<file path="config.mk">
export PLATFORM = sky130hd
export DESIGN_NAME = pdmp_modmul
export DESIGN_NICKNAME = d
export VERILOG_FILES = /design/src/rtl/core/pdmp_pkg.sv /design/src/rtl/core/pdmp_modmul.sv
export SDC_FILE = /design/constraint.sdc
export NUM_CORES = 1
export LEC_CHECK = 0
export ABC_AREA = 1
export BUFFER_PORTS_ARGS = -buffer_cell sky130_fd_sc_hd__buf_2
export CAP_MARGIN = 20
export CORE_MARGIN = 4
export CORE_UTILIZATION = 67
export CTS_BUF_LIST = sky130_fd_sc_hd__clkbuf_16
export DETAILED_ROUTE_END_ITERATION = 6
export GPL_TIMING_DRIVEN = 0
export PLACE_DENSITY = 0.9
export SYNTH_ARGS = -nofsm -noshare
export SYNTH_HDL_FRONTEND = slang
export SYNTH_SLANG_ARGS = --single-unit
</file>
<file path="constraint.sdc">
create_clock -name clk_i -period 13.5 [get_ports clk_i]
set_clock_uncertainty 0.1 [all_clocks]
set_input_delay 1.35 -clock clk_i [delete_from_list [all_inputs] [get_ports clk_i]]
set_output_delay 1.35 -clock clk_i [all_outputs]
set_load 0.01 [all_outputs]
</file>
<file path="src/rtl/core/pdmp_pkg.sv">
// shared types and constants for the pluq decomposition block
// no dependencies
`timescale 1ns / 1ps
`default_nettype none
package pdmp_pkg;

  // width of the modulus and of every reduced field value
  localparam int unsigned MOD_BITS = 16;
  // product bits retired per cycle by the modular reduction
  localparam int unsigned SLICE = 4;

  localparam logic [1:0] FUNC_WRITE = 2'd0;
  localparam logic [1:0] FUNC_RUN   = 2'd1;
  localparam logic [1:0] FUNC_READ  = 2'd2;
  // unused code, answered like a write that stores nothing
  localparam logic [1:0] FUNC_SPARE = 2'd3;

  localparam logic [1:0] CFG_MODULUS  = 2'd0;
  localparam logic [1:0] CFG_NUM_ROWS = 2'd1;
  localparam logic [1:0] CFG_NUM_COLS = 2'd2;

  typedef enum logic [4:0] {
    ST_IDLE,
    ST_READ,
    ST_INIT,
    ST_TOP,
    ST_SCAN,
    ST_SCAN_CHK,
    ST_ROT_RD0,
    ST_ROT_T,
    ST_ROT_RD,
    ST_ROT_WR,
    ST_SWP_RA,
    ST_SWP_RB,
    ST_SWP_WA,
    ST_SWP_WB,
    ST_INV_RD,
    ST_INV_LD,
    ST_INV_BW,
    ST_INV_LOOP,
    ST_INV_AW,
    ST_INV_SQ,
    ST_INV_SW,
    ST_EL_TOP,
    ST_EL_ML,
    ST_EL_MW,
    ST_EL_J,
    ST_EL_P,
    ST_EL_PW,
    ST_EL_A,
    ST_EL_AW
  } state_e;

endpackage
`default_nettype wire

</file>
<file path="src/rtl/core/pdmp_modmul.sv">
// multi-cycle modular multiplier: registered product, then slice-wise restoring reduction
// depends on pdmp_pkg
`timescale 1ns / 1ps
`default_nettype none
module pdmp_modmul #(
  parameter int unsigned OW = 16
) (
  input  wire logic                         clk_i,
  input  wire logic                         rst_ni,
  input  wire logic                         start_i,
  input  wire logic [OW-1:0]                a_i,
  input  wire logic [OW-1:0]                b_i,
  input  wire logic [pdmp_pkg::MOD_BITS-1:0] p_i,
  output logic                              done_o,
  output logic [pdmp_pkg::MOD_BITS-1:0]     res_o
);

  localparam int unsigned PW    = 2 * OW;
  localparam int unsigned NSTEP = (PW + pdmp_pkg::SLICE - 1) / pdmp_pkg::SLICE;
  localparam int unsigned PPW   = NSTEP * pdmp_pkg::SLICE;
  localparam int unsigned SW    = $clog2(NSTEP);
  localparam int unsigned RMW   = pdmp_pkg::MOD_BITS + 1;

  logic [PPW-1:0] prod_q;
  logic [RMW-1:0] rem_q, rem_d;
  logic [SW-1:0]  cnt_q;
  logic           run_q, done_q;
  logic [PW-1:0]  prod_w;

  assign prod_w = PW'(a_i) * PW'(b_i);

  // one restoring step per product bit, msb first
  always_comb begin
    logic [RMW-1:0] t;
    t = rem_q;
    for (int b = 0; b < int'(pdmp_pkg::SLICE); b++) begin
      t = {t[RMW-2:0], prod_q[PPW-1-b]};
      if (t >= {1'b0, p_i}) begin
        t = t - {1'b0, p_i};
      end
    end
    rem_d = t;
  end

  always_ff @(posedge clk_i or negedge rst_ni) begin
    if (!rst_ni) begin
      run_q  <= 1'b0;
      done_q <= 1'b0;
      cnt_q  <= '0;
    end else begin
      done_q <= 1'b0;
      if (start_i) begin
        run_q <= 1'b1;
        cnt_q <= '0;
      end else if (run_q) begin
        cnt_q <= cnt_q + SW'(1);
        if (cnt_q == SW'(NSTEP - 1)) begin
          run_q  <= 1'b0;
          done_q <= 1'b1;
        end
      end
    end
  end

  always_ff @(posedge clk_i) begin
    if (start_i) begin
      prod_q <= PPW'(prod_w);
      rem_q  <= '0;
    end else if (run_q) begin
      prod_q <= prod_q << pdmp_pkg::SLICE;
      rem_q  <= rem_d;
    end
  end

  assign done_o = done_q;
  assign res_o  = rem_q[pdmp_pkg::MOD_BITS-1:0];

endmodule
`default_nettype wire

</file>
==> run metrics <==
# Post-CTS Setup Buffers 0; drt initial violations about 1,200; Clock Latency Late Sink 0.29 ns; Post-synth EDFFs 32; Syn Inst Count between 2,000 and 2,500; Hold WS around 0.41 ns; Setup TNS 0 ns; CTS buffer count 5; fmax 101 MHz; Clk pin slew, worst setup/hold paths 0.06 ns; Post-Synth Simple-Gate Area ~23%; layout cells sized above 1 about 4.7%; Synth Warn # 0; antenna-violating nets left 0; r2r setup slk ~4.7 ns; # diodes 0; status finished with violations; first-pass GRT wire length ~67,000 microns; Fillers 1,734; Final Hold Fails 0; NumNets Final around 2,500; starting density of the core about two thirds; main combinational cell family by area after synthesis adder cells; WS Path Type in2reg; CTS tree done; CP max stage delay a little under 0.5 ns; via/cell ratio roughly 5.7; Worst Path Required between 10 and 15 ns; die width between 150 and 200 microns; CP top delay family simple AND/OR/NAND/NOR gates; Post-Synth XOR/XNOR Area under 10%; failing checks design-rule violations; DRC Markers 2; Yosys cell types between 40 and 50; most frequent cell after synthesis nand2_1; antenna violations before repair 0; vias in the first global route 13,703; CP endpoint kind flip-flop; Reg2Reg Depth between 40 and 50; flops & latches, synth between 50 and 60; top fanout value on the critical path 10; Die Y between 150 and 200 microns; I/O pin cnt between 60 and 70; Root Buffer clkbuf_16; Synth Area in Compound Gates ~7.5%; Yosys top cell area share a little over a quarter; syn avg cell area approximately 7.2 sq um; Max Buffers Root-to-Sink 2; pre-CTS WS between 3 and 4 ns; Multi-input gate area 0.0111 sq mm; Max-Cap Viols 0; slew margin rel. about half; RR Startpoint rem_q[10]; Crit Reg-Reg Endpoint rem_q[2]; HP Class reg2reg; Core Area 0.0212 sq mm; area of the mapped netlist around 0.015 sq mm; Final min period around 10 ns; ys async rst share 9.43%; Arr. time, crit path around 10 ns; critical path's most frequent cell nand2_1; area grow syn2layout 4.70%; Clock H-tree levels 2; Non-Filler Instances 2,349; largest net degree at the start of global routing 33; Gates resized, CTS repair 0; DP HPWL 34,600 microns; sequential cell area fraction in the yosys report about a tenth; Min-Delay Path Depth 2; Die Area around 0.024 sq mm; Final Cycle Share 73.3%; top post-synthesis cells by area fa_1 27%, nand2_1 16%, ha_1 15%; port buffer count 34; final slew viol count 0; Post-Route WL ~41,000 microns; gr ovfl total 0; hold endpoint rem_q[7]; final setup vio count 0; ys flop type edfxtp_1; RSZ-0062 raised after global routing no; Syn Nets between 2,000 and 2,500; area leader, netlist fa_1; hold path startpoint rem_q[7]; fin worst setup slack roughly 3.6 ns; cts-stage hold buffer count 0; most frequent cells after synthesis 632 x nand2_1, 446 x inv_1, 198 x fa_1, 170 x ha_1, 77 x a21oi_1; CP Launch Type input pin; slowest cell on the critical path o21ai_0; DP Cell Count approximately 2,300; gpl congestion 0.999; Sink Count 53; Worst Tran Pin Value roughly 0.75 ns; Avg WL per Cell about 17 microns; row cnt 53; via count ~13,000; post-synthesis mux area share 0%; drt pass-1 iters 7; register area roughly 0.0014 sq mm; GRT Total Usage a little over a third; buffers and inverters on the worst path 11; area share of fa/ha/maj cells after synthesis about two fifths
## registers in the layout, summed over array words and instances (netlist names)
name	flops
prod_q	32
rem_q	16
cnt_q	3
done_o	1
run_q	1
## routing by layer
metal  GRT usage [%]  wire length [microns]
met1            45.7                  16200
met2            57.7                  18900
met3            4.70                   3760
met4            16.6                   2150
met5               0                      0
## cells in the final DEF, fill, tap and decap left out, drive strengths merged, types with 3 or more instances in the layout
master	netlist	routed
fa	198	198
or2	14	14
inv	452	452
o21ai	76	76
a21boi	5	5
nor2	55	55
dfrtp	5	5
nand3	65	65
xnor2	35	35
a31oi	11	11
xor2	34	34
a21o	7	7
o21bai	6	6
nor3	15	15
a21oi	79	79
nor4	3	3
nand4	13	13
clkbuf	71	76
nand2	642	642
edfxtp	32	32
dfxtp	16	16
buf	11	46
ha	170	170
## cell type report
type                            instances  share of cell area, %
Buffer                                 82                   2.16
Clock buffer                            5                  0.821
Clock inverter                          3                  0.115
Inverter                              452                   11.1
Multi-Input combinational cell       1444                   73.0
Sequential cell                        53                   9.23
Tap cell                              275                   2.26
Timing Repair Buffer                   35                   1.30
## cells by family (layout without fill, tap and decap cells)
| logic type | count (synthesis) | count (layout) |
|---|---|---|
| AO/OA/AOI/OAI | 197 | 197 |
| XOR/XNOR | 69 | 69 |
| adder cells (fa/ha/maj) | 368 | 368 |
| buffers and inverters | 534 | 577 |
| flip-flops | 53 | 53 |
| AND/OR/NAND/NOR | 810 | 810 |
## worst reg2reg max path: cells and delay by family, from the launching register on
kind	cells	cell delay (ns)
flops	1	0.35
buf+inv	9	1.26
compound gates	9	2.42
simple gates	25	3.17
fa+ha+maj	4	1.43
## worst max path at each step
stage | startpoint | endpoint | slack [ns] | cells past startpoint
global route | p_i[1] | rem_q[2] | 2.98 | 52
finish | p_i[1] | rem_q[2] | 3.61 | 51
CTS | p_i[1] | rem_q[4] | 3.80 | 51
global placement | p_i[1] | rem_q[4] | 3.69 | 52
floorplan | p_i[1] | rem_q[2] | 5.45 | 48
detailed placement | p_i[1] | rem_q[4] | 3.52 | 51
## stage by stage
stage | util [%] | area (sq um)
6_report | 71.8 | 15200
5_1_grt | 71.8 | 15200
4_1_cts | 71.7 | 15200
3_5_place_dp | 71.0 | 15100
3_3_place_gp | 71.0 | 15100
2_1_floorplan | - | 14600
Power is left out: the tool's default activity adds up to more than one toggle a clock period on the data nets, which glitch-free logic cannot reach.
